File: src/rtl/core/i2c_sensor_burst_read_sequencer_assert.svh
// ---------------------------------------------------------------------------
// Assertion macros for the I2C sensor burst-read sequencer.
// ---------------------------------------------------------------------------
`ifndef I2C_SENSOR_BURST_READ_SEQUENCER_ASSERT_SVH
`define I2C_SENSOR_BURST_READ_SEQUENCER_ASSERT_SVH

// Same-cycle implication, sampled on clk, off while rst_n is low.
`define ISBR_ASSERT_NOW(lbl, ante, cons) \
  lbl: assert property (@(posedge clk) disable iff (!rst_n) (ante) |-> (cons)) \
    else $error("sequencer assertion failed");

// Next-cycle implication, sampled on clk, off while rst_n is low.
`define ISBR_ASSERT_NXT(lbl, ante, cons) \
  lbl: assert property (@(posedge clk) disable iff (!rst_n) (ante) |=> (cons)) \
    else $error("sequencer assertion failed");

`endif

File: src/rtl/core/i2csbr_pkg.sv
// ---------------------------------------------------------------------------
// i2csbr_pkg
// Types, action and status codes for the I2C sensor burst-read sequencer.
// ---------------------------------------------------------------------------
package i2csbr_pkg;

  localparam int unsigned CfgIdxW  = 2;
  localparam int unsigned CfgDataW = 8;

  localparam logic [CfgIdxW-1:0] CFG_DEV_ADDR  = 2'd0;
  localparam logic [CfgIdxW-1:0] CFG_FIRST_REG = 2'd1;
  localparam logic [CfgIdxW-1:0] CFG_ENABLED   = 2'd2;

  localparam logic [6:0] DEV_ADDR_RST  = 7'd96;
  localparam logic [7:0] FIRST_REG_RST = 8'd2;

  localparam logic [2:0] ACT_NONE      = 3'd0;
  localparam logic [2:0] ACT_START     = 3'd1;
  localparam logic [2:0] ACT_SEND      = 3'd2;
  localparam logic [2:0] ACT_READ_ACK  = 3'd3;
  localparam logic [2:0] ACT_READ_NACK = 3'd4;
  localparam logic [2:0] ACT_STOP      = 3'd5;
  localparam logic [2:0] ACT_ABORT     = 3'd6;

  localparam logic [7:0] ST_START      = 8'h08;
  localparam logic [7:0] ST_RESTART    = 8'h10;
  localparam logic [7:0] ST_ADDR_W_ACK = 8'h18;
  localparam logic [7:0] ST_DATA_ACK   = 8'h28;
  localparam logic [7:0] ST_ADDR_R_ACK = 8'h40;
  localparam logic [7:0] ST_RX_ACK     = 8'h50;
  localparam logic [7:0] ST_RX_NACK    = 8'h58;

  localparam logic KIND_REQUEST = 1'b0;

  localparam logic [1:0] SLOT_HEAD_HI = 2'd0;
  localparam logic [1:0] SLOT_HEAD_LO = 2'd1;
  localparam logic [1:0] SLOT_PITCH   = 2'd2;
  localparam logic [1:0] SLOT_ROLL    = 2'd3;

  localparam logic [15:0] HEADING_ERR  = 16'hEEEE;
  localparam logic [7:0]  ANGLE_ERR    = 8'hBB;
  localparam logic [15:0] HEADING_NONE = 16'hFFFF;
  localparam logic [7:0]  ANGLE_NONE   = 8'hFF;

  typedef struct packed {
    logic       kind;
    logic [7:0] status;
    logic [7:0] rx_byte;
  } in_t;

  typedef struct packed {
    logic [2:0]  action;
    logic [7:0]  tx_byte;
    logic [15:0] heading;
    logic        heading_valid;
    logic [7:0]  pitch;
    logic        pitch_valid;
    logic [7:0]  roll;
    logic        roll_valid;
    logic        failed;
    logic        busy_res;
  } out_t;

endpackage

File: src/rtl/core/i2c_sensor_burst_read_sequencer.sv
// ---------------------------------------------------------------------------
// i2c_sensor_burst_read_sequencer
// Steps an I2C master through a heading, pitch and roll burst read.
// ---------------------------------------------------------------------------
//  Channel  Direction  Handshake             Payload
//  in_      input      in_valid / in_ready    i2csbr_pkg::in_t
//  out_     output     out_valid / out_ready  i2csbr_pkg::out_t
//  cfg_     input      cfg_we                 cfg_idx, cfg_wdata
//
// Each beat's state update and result are formed in one pass and land in the
// result register on the accepting edge.
// A new beat is taken in every cycle while the result register is empty or
// being drained, so in_ready falls only while out_valid is high and out_ready
// is low. Reset is synchronous and resets sequence state and configuration.
`include "i2c_sensor_burst_read_sequencer_assert.svh"

module i2c_sensor_burst_read_sequencer (
  input  logic                                clk,
  input  logic                                rst_n,
  input  logic                                in_valid,
  output logic                                in_ready,
  input  i2csbr_pkg::in_t                     in_data,
  output logic                                out_valid,
  input  logic                                out_ready,
  output i2csbr_pkg::out_t                    out_data,
  input  logic                                cfg_we,
  input  logic [i2csbr_pkg::CfgIdxW-1:0]      cfg_idx,
  input  logic [i2csbr_pkg::CfgDataW-1:0]     cfg_wdata
);

  logic [6:0]  dev_addr_r;
  logic [7:0]  first_reg_r;
  logic        enabled_r;

  logic [1:0]  slot_r,    slot_nxt;
  logic [15:0] heading_r, heading_nxt;
  logic [7:0]  pitch_r,   pitch_nxt;
  logic [7:0]  roll_r,    roll_nxt;
  logic [2:0]  ready_r,   ready_nxt;
  logic        error_r,   error_nxt;
  logic        active_r,  active_nxt;

  logic        out_valid_r;
  i2csbr_pkg::out_t out_r, out_nxt;

  logic [2:0]  action;
  logic [7:0]  tx_byte;
  logic        accept;

  assign in_ready = !out_valid_r || out_ready;
  assign accept   = in_valid && in_ready;

  always_ff @(posedge clk) begin
    if (!rst_n) begin
      dev_addr_r  <= i2csbr_pkg::DEV_ADDR_RST;
      first_reg_r <= i2csbr_pkg::FIRST_REG_RST;
      enabled_r   <= 1'b0;
    end else if (cfg_we) begin
      unique case (cfg_idx)
        i2csbr_pkg::CFG_DEV_ADDR:  dev_addr_r  <= cfg_wdata[6:0];
        i2csbr_pkg::CFG_FIRST_REG: first_reg_r <= cfg_wdata[7:0];
        i2csbr_pkg::CFG_ENABLED:   enabled_r   <= cfg_wdata[0];
        default: ;
      endcase
    end
  end

  always_comb begin
    slot_nxt    = slot_r;
    heading_nxt = heading_r;
    pitch_nxt   = pitch_r;
    roll_nxt    = roll_r;
    ready_nxt   = ready_r;
    error_nxt   = error_r;
    active_nxt  = active_r;
    action      = i2csbr_pkg::ACT_NONE;
    tx_byte     = 8'h00;
    if (in_data.kind == i2csbr_pkg::KIND_REQUEST) begin
      if (!active_r) begin
        slot_nxt    = i2csbr_pkg::SLOT_HEAD_HI;
        heading_nxt = i2csbr_pkg::HEADING_NONE;
        pitch_nxt   = i2csbr_pkg::ANGLE_NONE;
        roll_nxt    = i2csbr_pkg::ANGLE_NONE;
        ready_nxt   = 3'b000;
        error_nxt   = 1'b0;
        active_nxt  = 1'b1;
        if (enabled_r) begin
          action = i2csbr_pkg::ACT_START;
        end
      end
    end else begin
      unique case (in_data.status)
        i2csbr_pkg::ST_START: begin
          action  = i2csbr_pkg::ACT_SEND;
          tx_byte = {dev_addr_r, 1'b0};
        end
        i2csbr_pkg::ST_ADDR_W_ACK: begin
          action  = i2csbr_pkg::ACT_SEND;
          tx_byte = first_reg_r;
        end
        i2csbr_pkg::ST_DATA_ACK: begin
          action = i2csbr_pkg::ACT_START;
        end
        i2csbr_pkg::ST_RESTART: begin
          action  = i2csbr_pkg::ACT_SEND;
          tx_byte = {dev_addr_r, 1'b1};
        end
        i2csbr_pkg::ST_ADDR_R_ACK: begin
          if (slot_r == i2csbr_pkg::SLOT_HEAD_HI) begin
            action = i2csbr_pkg::ACT_READ_ACK;
          end
        end
        i2csbr_pkg::ST_RX_ACK: begin
          unique case (slot_r)
            i2csbr_pkg::SLOT_HEAD_HI: begin
              heading_nxt = {in_data.rx_byte, 8'h00};
              slot_nxt    = i2csbr_pkg::SLOT_HEAD_LO;
              action      = i2csbr_pkg::ACT_READ_ACK;
            end
            i2csbr_pkg::SLOT_HEAD_LO: begin
              heading_nxt  = heading_r | {8'h00, in_data.rx_byte};
              ready_nxt[0] = 1'b1;
              slot_nxt     = i2csbr_pkg::SLOT_PITCH;
              action       = i2csbr_pkg::ACT_READ_ACK;
            end
            i2csbr_pkg::SLOT_PITCH: begin
              pitch_nxt    = in_data.rx_byte;
              ready_nxt[1] = 1'b1;
              slot_nxt     = i2csbr_pkg::SLOT_ROLL;
              action       = i2csbr_pkg::ACT_READ_NACK;
            end
            default: begin
              action = i2csbr_pkg::ACT_READ_ACK;
            end
          endcase
        end
        i2csbr_pkg::ST_RX_NACK: begin
          if (slot_r == i2csbr_pkg::SLOT_ROLL) begin
            roll_nxt     = in_data.rx_byte;
            ready_nxt[2] = 1'b1;
            active_nxt   = 1'b0;
            action       = i2csbr_pkg::ACT_STOP;
          end else begin
            error_nxt   = 1'b1;
            heading_nxt = i2csbr_pkg::HEADING_ERR;
            active_nxt  = 1'b0;
            action      = i2csbr_pkg::ACT_ABORT;
          end
        end
        default: begin
          error_nxt   = 1'b1;
          heading_nxt = i2csbr_pkg::HEADING_ERR;
          pitch_nxt   = i2csbr_pkg::ANGLE_ERR;
          roll_nxt    = i2csbr_pkg::ANGLE_ERR;
          active_nxt  = 1'b0;
          action      = i2csbr_pkg::ACT_ABORT;
        end
      endcase
    end

    out_nxt.action        = action;
    out_nxt.tx_byte       = tx_byte;
    out_nxt.heading       = heading_nxt;
    out_nxt.heading_valid = ready_nxt[0];
    out_nxt.pitch         = pitch_nxt;
    out_nxt.pitch_valid   = ready_nxt[1];
    out_nxt.roll          = roll_nxt;
    out_nxt.roll_valid    = ready_nxt[2];
    out_nxt.failed        = error_nxt;
    out_nxt.busy_res      = active_nxt;
  end

  always_ff @(posedge clk) begin
    if (!rst_n) begin
      slot_r      <= i2csbr_pkg::SLOT_HEAD_HI;
      heading_r   <= 16'h0000;
      pitch_r     <= 8'h00;
      roll_r      <= 8'h00;
      ready_r     <= 3'b000;
      error_r     <= 1'b0;
      active_r    <= 1'b0;
      out_valid_r <= 1'b0;
    end else begin
      if (accept) begin
        slot_r    <= slot_nxt;
        heading_r <= heading_nxt;
        pitch_r   <= pitch_nxt;
        roll_r    <= roll_nxt;
        ready_r   <= ready_nxt;
        error_r   <= error_nxt;
        active_r  <= active_nxt;
      end
      if (accept) begin
        out_valid_r <= 1'b1;
      end else if (out_ready) begin
        out_valid_r <= 1'b0;
      end
    end
  end

  always_ff @(posedge clk) begin
    if (accept) begin
      out_r <= out_nxt;
    end
  end

  assign out_valid = out_valid_r;
  assign out_data  = out_r;

  `ISBR_ASSERT_NXT(a_accept_fills_result, accept, out_valid_r)
  `ISBR_ASSERT_NOW(a_busy_matches_state, out_valid_r, out_r.busy_res == active_r)
  `ISBR_ASSERT_NOW(a_abort_sets_error,
                   out_valid_r && out_r.action == i2csbr_pkg::ACT_ABORT,
                   out_r.failed && !out_r.busy_res)
  `ISBR_ASSERT_NOW(a_stop_has_roll,
                   out_valid_r && out_r.action == i2csbr_pkg::ACT_STOP,
                   out_r.roll_valid && !out_r.busy_res && slot_r == i2csbr_pkg::SLOT_ROLL)

endmodule
File: config.mk
export PLATFORM = sky130hd
export DESIGN_NAME = i2c_sensor_burst_read_sequencer
export DESIGN_NICKNAME = d
export VERILOG_FILES = /design/src/rtl/core/i2csbr_pkg.sv /design/src/rtl/core/i2c_sensor_burst_read_sequencer.sv
export VERILOG_INCLUDE_DIRS = /design/src /design/src/rtl/core
export SDC_FILE = /design/constraint.sdc
export NUM_CORES = 1
export LEC_CHECK = 0
export BUFFER_PORTS_ARGS = -buffer_cell sky130_fd_sc_hd__buf_2
export CORE_MARGIN = 2
export CORE_UTILIZATION = 61
export CTS_CLUSTER_SIZE = 10
export DETAILED_ROUTE_END_ITERATION = 8
export PLACE_DENSITY = 0.84
export SYNTH_ARGS = -nofsm -noshare
export SYNTH_HDL_FRONTEND = slang
export SYNTH_SLANG_ARGS = --single-unit
export TNS_END_PERCENT = 5
File: constraint.sdc
create_clock -name clk -period 5.9 [get_ports clk]
set_clock_uncertainty 0.2 [all_clocks]
set_input_delay 0.295 -clock clk [delete_from_list [all_inputs] [get_ports clk]]
set_output_delay 0.295 -clock clk [all_outputs]
set_load 0.01 [all_outputs]
==> run metrics, run 1 <==
Hold Fails Final Rpt=0; register bit total from synthesis=104; Leakage=between 2 and 2.5 nW; clk sinks=between 100 and 150; # diodes=0; Setup CP Type=reg2reg; height of the die=around 95 um; vias in the first global route=4189; Finished Cell Area=5614 sq um; most common cell in the synthesized netlist=nor2_1; final non-filler cell total=698; clock root buffer=clkbuf_8; placed inst area=5426 sq um; final core occ=0.6937; HP Class=in2reg; Async S/R FF share, synth=0; CP endpoint kind=flip-flop; largest net degree at the start of global routing=65; initial core utilization=0.6203; CP startpoint kind=flip-flop; routed wire length=12.15 mm; Syn Area/Cell=9.436 sq um; slew margin rel.=0.3162; H-tree levels=3; required time of the critical path=roughly 6.0 ns; die footprint=8971 sq um; Mapped Nets=569; list of most frequent post-synthesis cells=nor2_1, dfxtp_1, edfxtp_1; clock latency on the worst-skew pair=0.36 ns; number of buffers created by CTS=9; Worst Path Arrival=2.97 ns; GRT overflow=0; post-synthesis xor/xnor area fraction=0.003490; Peak VDD IR=204.2 uV; proportion of netlist area held by the largest area contributor=0.2871; Slew Limit Fails=0; initial DRC count=420; crit path max fanout=35; Max-cap violations=0; largest family of logic cells by synthesized area=compound AO/OA/AOI/OAI gates; Post-DP HPWL=8.167 mm; vias post-DR=4441; area grow syn2layout=11.84%; post-placement cell count=between 600 and 700; run status=completed; Nets=625; antenna violations before repair=0; slew at the pin with the worst max-slew slack=1.026 ns; Seq/Total Area, Yosys=0.5105; GRT Util Overall=0.2802; Synth Area in Simple Gates=0.1982; register area=2562 sq um; share of layout cells above drive strength 1=0.1872; Die W=94.72 um; Pwr Density=between 200 and 250 nW/um^2; Yosys cell types=55; Cells after Synth=532; RSZ-0062 raised after global routing=no; count of input and output buffers=81; Synth Flop Type=dfxtp_1; global-route wire length before repair=roughly 20 mm; I/O pin count=between 80 and 90; YS warnings=0; # rows=33; Fillers=between 600 and 700; Core Box Area=about 8100 sq um; worst hold slack=roughly 0.0012 ns; post-synthesis mux area share=0.03190; routed length per placed instance=17.40 um; antenna-violating nets left=0; CTS Buffer Depth=2; CTS tree=yes; Via-to-Cell Ratio=6.362; mapped cell area=roughly 5000 sq um; area leader, netlist=edfxtp_1; Fmax=approximately 350 MHz; Synth area leaders=edfxtp_1, dfxtp_1, a21oi_1; TritonRoute pass-1 iters=7; RePlAce Congestion=0.8441; DR DRC count=0; final setup fails=0; post-layout min period=~2.9 ns; Setup TNS=0 ns; post-CTS setup buffers=0; EDFF count, synth=48; Worst-path clk slew=~0.090 ns; Post-Synth Adder-Cell Area=0.01246; Multi-input gate area=between 2000 and 2500 sq um; Compound-Gate Fraction of Synth Area=0.1997; period utilization=0.4880
-- critical path, cell delays in order, from the launching register on --
cell      delay [ns]
dfxtp_1         0.32
nand2b_1        0.13
nand2_1         0.41
inv_2           0.71
buf_4           0.51
o21ai_0         0.12
or2_1           0.26
a31oi_1         0.15
-- cells in the final DEF (no fill, tap or decap), types with 6 or more instances in the layout --
cell type / Yosys / layout
edfxtp_1: 48 / 48
inv_1: 12 / 11
a22oi_1: 7 / 7
nor4_1: 6 / 6
a21oi_1: 46 / 46
o22ai_1: 9 / 9
nand2_1: 40 / 40
nand3_1: 15 / 15
nand4_1: 24 / 24
nor2b_1: 17 / 17
a21o_1: 8 / 8
nor2_1: 59 / 59
a32o_1: 6 / 6
buf_2: 8 / 81
dfxtp_1: 56 / 56
clkbuf_8: 0 / 9
mux2i_1: 16 / 16
o21ai_0: 39 / 39
a211oi_1: 9 / 9
-- where the power goes --
group          leakage, nW  switching (mW)  internal, mW
clock network       0.0768           0.237         0.156
logic                 1.12           0.105        0.0588
registers            0.885          0.0197         0.797
total                 2.08           0.361          1.01
-- sequential cells by signal (all words and copies together) (netlist names) --
signal	count
pitch_r	8
roll_r	8
error_r	1
dev_addr_r	7
out_data	48
active_r	1
first_reg_r	8
out_valid	1
ready_r	3
enabled_r	1
slot_r	2
heading_r	16
-- area by class of cell --
| type | count | share of cell area |
|---|---|---|
| repair buffers | 87 | 0.08112 |
| well taps | 105 | 0.02340 |
| multi-input cells | 374 | 0.4012 |
| flip-flops and latches | 104 | 0.4564 |
| clock inverters | 4 | 0.005795 |
| clock buffers | 12 | 0.02407 |
| inverters | 12 | 0.008023 |
-- metrics by stage --
step | total power [mW] | setup WS (ns)
finish | 1.373 | 3.021
global route | 1.426 | 2.789
CTS | 1.373 | 3.050
detailed placement | 0.9922 | 2.790
global placement | 0.9838 | 2.900
floorplan | 0.9335 | 2.726
-- per-layer routing --
| layer | wire, um | share of wire | vias to the layer above | global-route usage |
|---|---|---|---|---|
| met2 | 5902 | 0.49 | 211 | 0.4740 |
| met3 | 898 | 0.074 | 34 | 0.03591 |
| met5 | 0 | 0 | - | 0 |
| li1 | - | - | 2074 | - |
| met1 | 5078 | 0.42 | 2122 | 0.3720 |
| met4 | 268 | 0.022 | 0 | 0.09662 |
-- final timing paths --
kind,end,slack (ns),cells past startpoint,from
hold / removal,dev_addr_r[6],0.001,3,cfg_wdata[6]
hold reg to reg,heading_r[5],0.26,2,heading_r[5]
setup reg to reg,heading_r[4],3.02,7,out_valid
setup / recovery,heading_r[4],3.02,7,out_valid
-- logic make-up (layout without fill, tap and decap cells) --
group	Yosys count	after routing
flip-flops	104	104
AND/OR/NAND/NOR	196	196
AO/OA/AOI/OAI	155	155
multiplexers	16	16
adder cells (fa/ha/maj)	5	5
XOR/XNOR	2	2
buffers and inverters	54	115
-- timing repair --
item,in CTS,in global routing
gates resized for setup,0,0
hold endpoints to repair,2,0
hold buffers,2,0
(Power assumes the default switching activity.)
==> run 2, diff against run 1 <==
- CORE_UTILIZATION: 61 -> 56
- PLACE_DENSITY: 0.84 -> 0.78
- clock period: 5.9 -> 2.66 ns (I/O delays scaled with it)
==> run 2 against run 1 <==
  * Via count grew 1.6%
  * Setup slack lost 2.6 ns
  * Critical path type is now in2reg
  * Global-route usage fell by 1.2 points
==> run metrics, run 2 (synthesized netlist as in run 1, its figures left out) <==
register area=2562 sq um; TritonRoute pass-1 iters=5; Post-DP HPWL=8.627 mm; largest net degree at the start of global routing=52; worst hold slack=0.03153 ns; Setup TNS=0 ns; GRT overflow=0; Worst Path Arrival=~2.3 ns; crit path max fanout=19; Via-to-Cell Ratio=6.172; post-placement cell count=699; routed length per placed instance=17.27 um; # diodes=0; Setup CP Type=in2reg; final core occ=0.6792; setup ws final=around 0.42 ns; vias post-DR=4512; placed inst area=5550 sq um; clock latency on the worst-skew pair=0.37 ns; Die W=98.68 um; Worst-path clk slew=0.10 ns; initial DRC count=about 350; final non-filler cell total=731; commonest non-fill, non-tap cell in the layout=buf_2; antenna violations before repair=0; Nets=655; most frequent cells in the layout=buf_2, nor2_1, dfxtp_1, edfxtp_1, a21oi_1; Peak VDD IR=338.7 uV; Hold Fails Final Rpt=0; CTS Buffer Depth=2; reg2reg path depth=5; RSZ-0062 raised after global routing=no; vias in the first global route=4320; final setup fails=0; global-route wire length before repair=roughly 21 mm; # rows=34; Hold Crit Depth=3; die footprint=9738 sq um; number of buffers created by CTS=9; Max-cap violations=0; CP startpoint kind=input port; Multi-input gate area=2252 sq um; H-tree levels=3; Place WS=approximately 0.11 ns; height of the die=98.68 um; Cell Chain, Critical Path=buf_2, nor3b_1, o221a_2, nand3_1, a2111oi_0, o22ai_1; area grow syn2layout=18.00%; initial core utilization=0.5756; clock root buffer=clkbuf_8; count of input and output buffers=between 80 and 90; post-layout min period=2.237 ns; Leakage=roughly 2.2 nW; max reg flops=48; RePlAce Congestion=between 0.8 and 0.9; largest stage delay on the critical path=around 0.55 ns; slew at the pin with the worst max-slew slack=0.5736 ns; clk sinks=104; Core Box Area=just under 9000 sq um; Finished Cell Area=5923 sq um; CP max stage cell=a2111oi_0; Pwr Density=548.3 nW/um^2; Fmax=roughly 450 MHz; GRT Util Overall=0.2679; routed wire length=around 13 mm; CTS tree=yes; antenna-violating nets left=0; period utilization=0.8411; HP Class=in2reg; Fillers=661; run status=completed; slew margin rel.=0.6162; required time of the critical path=2.70 ns; post-CTS setup buffers=0; CP endpoint kind=flip-flop; post-cts gate resize count=0; DR DRC count=0; share of layout cells above drive strength 1=0.2087; Slew Limit Fails=0; I/O pin count=82; Tot Pwr=~3.2 mW
-- run 2: layout make-up --
class	count	share of cell area
timing repair buffer	117	0.1208
clock buffer	11	0.02556
sequential	104	0.4326
inverter	12	0.007605
tap	108	0.02281
clock inverter	5	0.01035
multi-input combinational	374	0.3802
-- run 2: layer usage --
layer | wire, um | share of wire | GRT usage | vias up
li1 | - | - | - | 2133
met1 | 5247 | 0.42 | 0.3508 | 2116
met2 | 6149 | 0.49 | 0.4411 | 229
met3 | 937 | 0.074 | 0.05248 | 34
met4 | 289 | 0.023 | 0.1043 | 0
met5 | 0 | 0 | 0 | -
-- run 2: path summary, 6_finish.rpt --
path,start,end,slack (ns)
max,in_data[11],heading_r[15],0.42
min,in_data[6],pitch_r[6],0.03
max reg2reg,slot_r[0],heading_r[15],0.43
min reg2reg,heading_r[14],heading_r[14],0.26
-- run 2: worst max-delay path, delay by kind of cell --
family | cells | cell delay (ns)
buffers and inverters | 1 | 0.22
AO/OA/AOI/OAI | 3 | 1.16
AND/OR/NAND/NOR | 2 | 0.75
-- run 2: timing repair --
action	4_1_cts	5_1_grt
setup endpoints to repair	0	0
hold buffers	16	0
hold endpoints to repair	27	0
-- run 2: power breakdown --
part / total (mW) / internal, mW / switching, mW
logic: 0.396 / 0.156 / 0.240
registers: 1.81 / 1.77 / 0.0427
clock network: 1.04 / 0.494 / 0.548
==> run 3, diff against run 2 <==
- ABC_AREA: default -> 1
- CORE_UTILIZATION: 56 -> 52
- PLACE_DENSITY: 0.78 -> 0.76
- clock period: 2.66 -> 1.9 ns (I/O delays scaled with it)
==> run 3 against run 2 <==
  * Final cell count up 31%
  * Via count up 11%
  * Clock power up 37%
  * Flip-flop and latch count unchanged
  * Count of clock-buffer cells in the layout up 1
  * Register-to-register slack worse by 0.39 ns
  * Die area up 15%
  * Combinational power up 56%
  * Critical endpoint is now out_data[46]
  * Largest cell class unchanged
  * Highest routed layer unchanged
==> run metrics, run 3 <==
placed inst area=6008 sq um; commonest non-fill, non-tap cell in the layout=nand2_1; Peak VDD IR=approximately 440 uV; Nets=850; Cells after Synth=709; Finished Cell Area=6434 sq um; Worst-path clk slew=0.09 ns; Via-to-Cell Ratio=5.230; required time of the critical path=about 1.8 ns; Core Box Area=10180 sq um; HP Start=cfg_idx[1]; initial core utilization=0.5270; Mapped Nets=between 700 and 800; clock root buffer=clkbuf_8; Post-DP HPWL=9.526 mm; final setup fails=0; proportion of netlist area held by the largest area contributor=0.2685; CP max stage cell=dfxtp_2; clock latency on the worst-skew pair=between 0.3 and 0.4 ns; RSZ-0062 raised after global routing=yes; CP startpoint kind=flip-flop; list of most frequent post-synthesis cells=nand2_1, inv_1, nor2_1; GRT overflow=0; Yosys cell types=34; CP delay by family, top=flip-flops; height of the die=105.6 um; Worst Path Arrival=1.78 ns; vias post-DR=4989; CTS Buffer Depth=2; antenna-violating nets left=0; Tot Pwr=~4.6 mW; worst r2r src=slot_r[0]; most frequent cells in the layout=nand2_1, inv_1, buf_2, nor2_1, o21ai_0; Pwr Density=714.5 nW/um^2; Hold Crit Depth=4; largest net degree at the start of global routing=49; Slew Limit Fails=0; RePlAce Congestion=0.9062; clk sinks=104; Async S/R FF share, synth=0; period utilization=0.9768; Die W=roughly 110 um; crit path buf inv count=2; CTS tree=yes; # rows=37; crit path max fanout=7; number of buffers created by CTS=9; I/O pin count=82; count of input and output buffers=81; # diodes=0; initial DRC count=305; run status=completed; RR Endpoint=out_data[46]; GRT Util Overall=0.2489; Endpoint, Worst Hold=first_reg_r[6]; die footprint=about 11000 sq um; slew margin rel.=0.6455; TritonRoute pass-1 iters=5; most common cell in the synthesized netlist=nand2_1; Max-cap violations=0; antenna violations before repair=0; Seq/Total Area, Yosys=0.4774; area leader, netlist=edfxtp_1; max reg flops=48; CP endpoint kind=flip-flop; share of layout cells above drive strength 1=0.2090; YS warnings=0; worst reg2reg setup slack=0.04 ns; DR DRC count=0; routed wire length=13.59 mm; reg2reg path depth=7; Fillers=904; Setup CP Type=reg2reg; Synth area leaders=edfxtp_1, dfxtp_1, nand2_1; register bit total from synthesis=between 100 and 150; slew at the pin with the worst max-slew slack=around 0.53 ns; Leakage=3.018 nW; Critical Path Most Common Cell=nand2_1; global-route wire length before repair=21.88 mm; Synth Flop Type=dfxtp_1; largest stage delay on the critical path=0.37 ns; critical path depth in cells=7; H-tree levels=3; area grow syn2layout=19.86%; Hold Fails Final Rpt=0; HP Class=in2reg; routed length per placed instance=14.24 um; Cell Chain, Critical Path=inv_1, ha_2, buf_4, nand3_1, nand2_1, o21ai_0, nand2_1; vias in the first global route=4733; mapped cell area=5368 sq um; Syn Area/Cell=approximately 7.6 sq um; Fmax=approximately 540 MHz; post-layout min period=1.856 ns; EDFF count, synth=48
==> run 3: changes by cell type in the layout (fill, tap and decap cells not counted), sizes merged, moves of 6 or more <==
cell / delta
a22oi: -7
inv: +113
o21ai: +45
nor4: -9
o22ai: -6
nor2b: -17
nand3: +24
a32o: -6
nor2: +15
a211oi: -9
nand4: -21
mux2i: -16
a21o: -8
nand2: +131
==> run 3: worst max-delay path by stage <==
stage,slack (ns),endpoint,start
4_1_cts,-0.05,out_data[29],slot_r[1]
2_1_floorplan,0.03,out_data[0],out_valid
5_1_grt,-0.07,out_data[36],slot_r[0]
6_report,0.04,out_data[46],slot_r[0]
3_5_place_dp,-0.09,out_data[30],slot_r[1]
3_3_place_gp,-0.02,out_data[32],slot_r[1]
==> run 3: power by group <==
group / internal (mW) / switching (mW)
Sequential: 2.49 / 0.0667
Combinational: 0.225 / 0.394
Clock: 0.620 / 0.801
Total: 3.34 / 1.26
==> run 3: cell type report <==
class	count	area, sq um	share of cell area
clock buffer	12	135.1	0.02100
multi-input combinational	451	2241	0.3483
sequential	104	2567	0.3991
timing repair buffer	120	788.3	0.1225
tap	136	170.2	0.02645
clock inverter	4	55.05	0.008557
inverter	127	476.7	0.07410
==> run 3: tightest hold or removal path, delay by kind of cell <==
family / cells / cell delay, ns
compound gates: 1 / 0.11
buf+inv: 2 / 0.29
simple gates: 1 / 0.07
==> run 3: cell families after synthesis <==
group | share of synthesized area
simple gates | 0.2494
compound gates | 0.1499
fa+ha+maj | 0.01166
flops | 0.4774
buf+inv | 0.1117
==> run 3: stage by stage <==
step	hold WS [ns]	utilization	setup WS [ns]	setup TNS [ns]	std cells
CTS	0.003117	0.6290	-0.04515	-0.08668	955
finish	0.02403	0.6317	0.04410	0	954
global placement	0.1269	0.5899	-0.02231	-0.04366	919
floorplan	0.02131	-	0.03193	0	709
global route	0.04887	0.6317	-0.06626	-0.3858	954
detailed placement	0.1330	0.5899	-0.08802	-0.3562	919
==> run 3: timing repair <==
item                       4_1_cts  5_1_grt
buffers inserted                 0        0
setup endpoints to repair       12       38
gates resized for setup          4       15
pin swaps                        0        0
hold buffers                    20        0
hold endpoints to repair        20        0
==> run 3: metal layers <==
| metal | vias to the layer above | part of all wire | global-route usage |
|---|---|---|---|
| li1 | 2453 | - | - |
| met1 | 2325 | 0.42 | 0.3071 |
| met2 | 184 | 0.50 | 0.4217 |
| met3 | 27 | 0.063 | 0.03772 |
| met4 | 0 | 0.027 | 0.1297 |
| met5 | - | 0 | 0 |
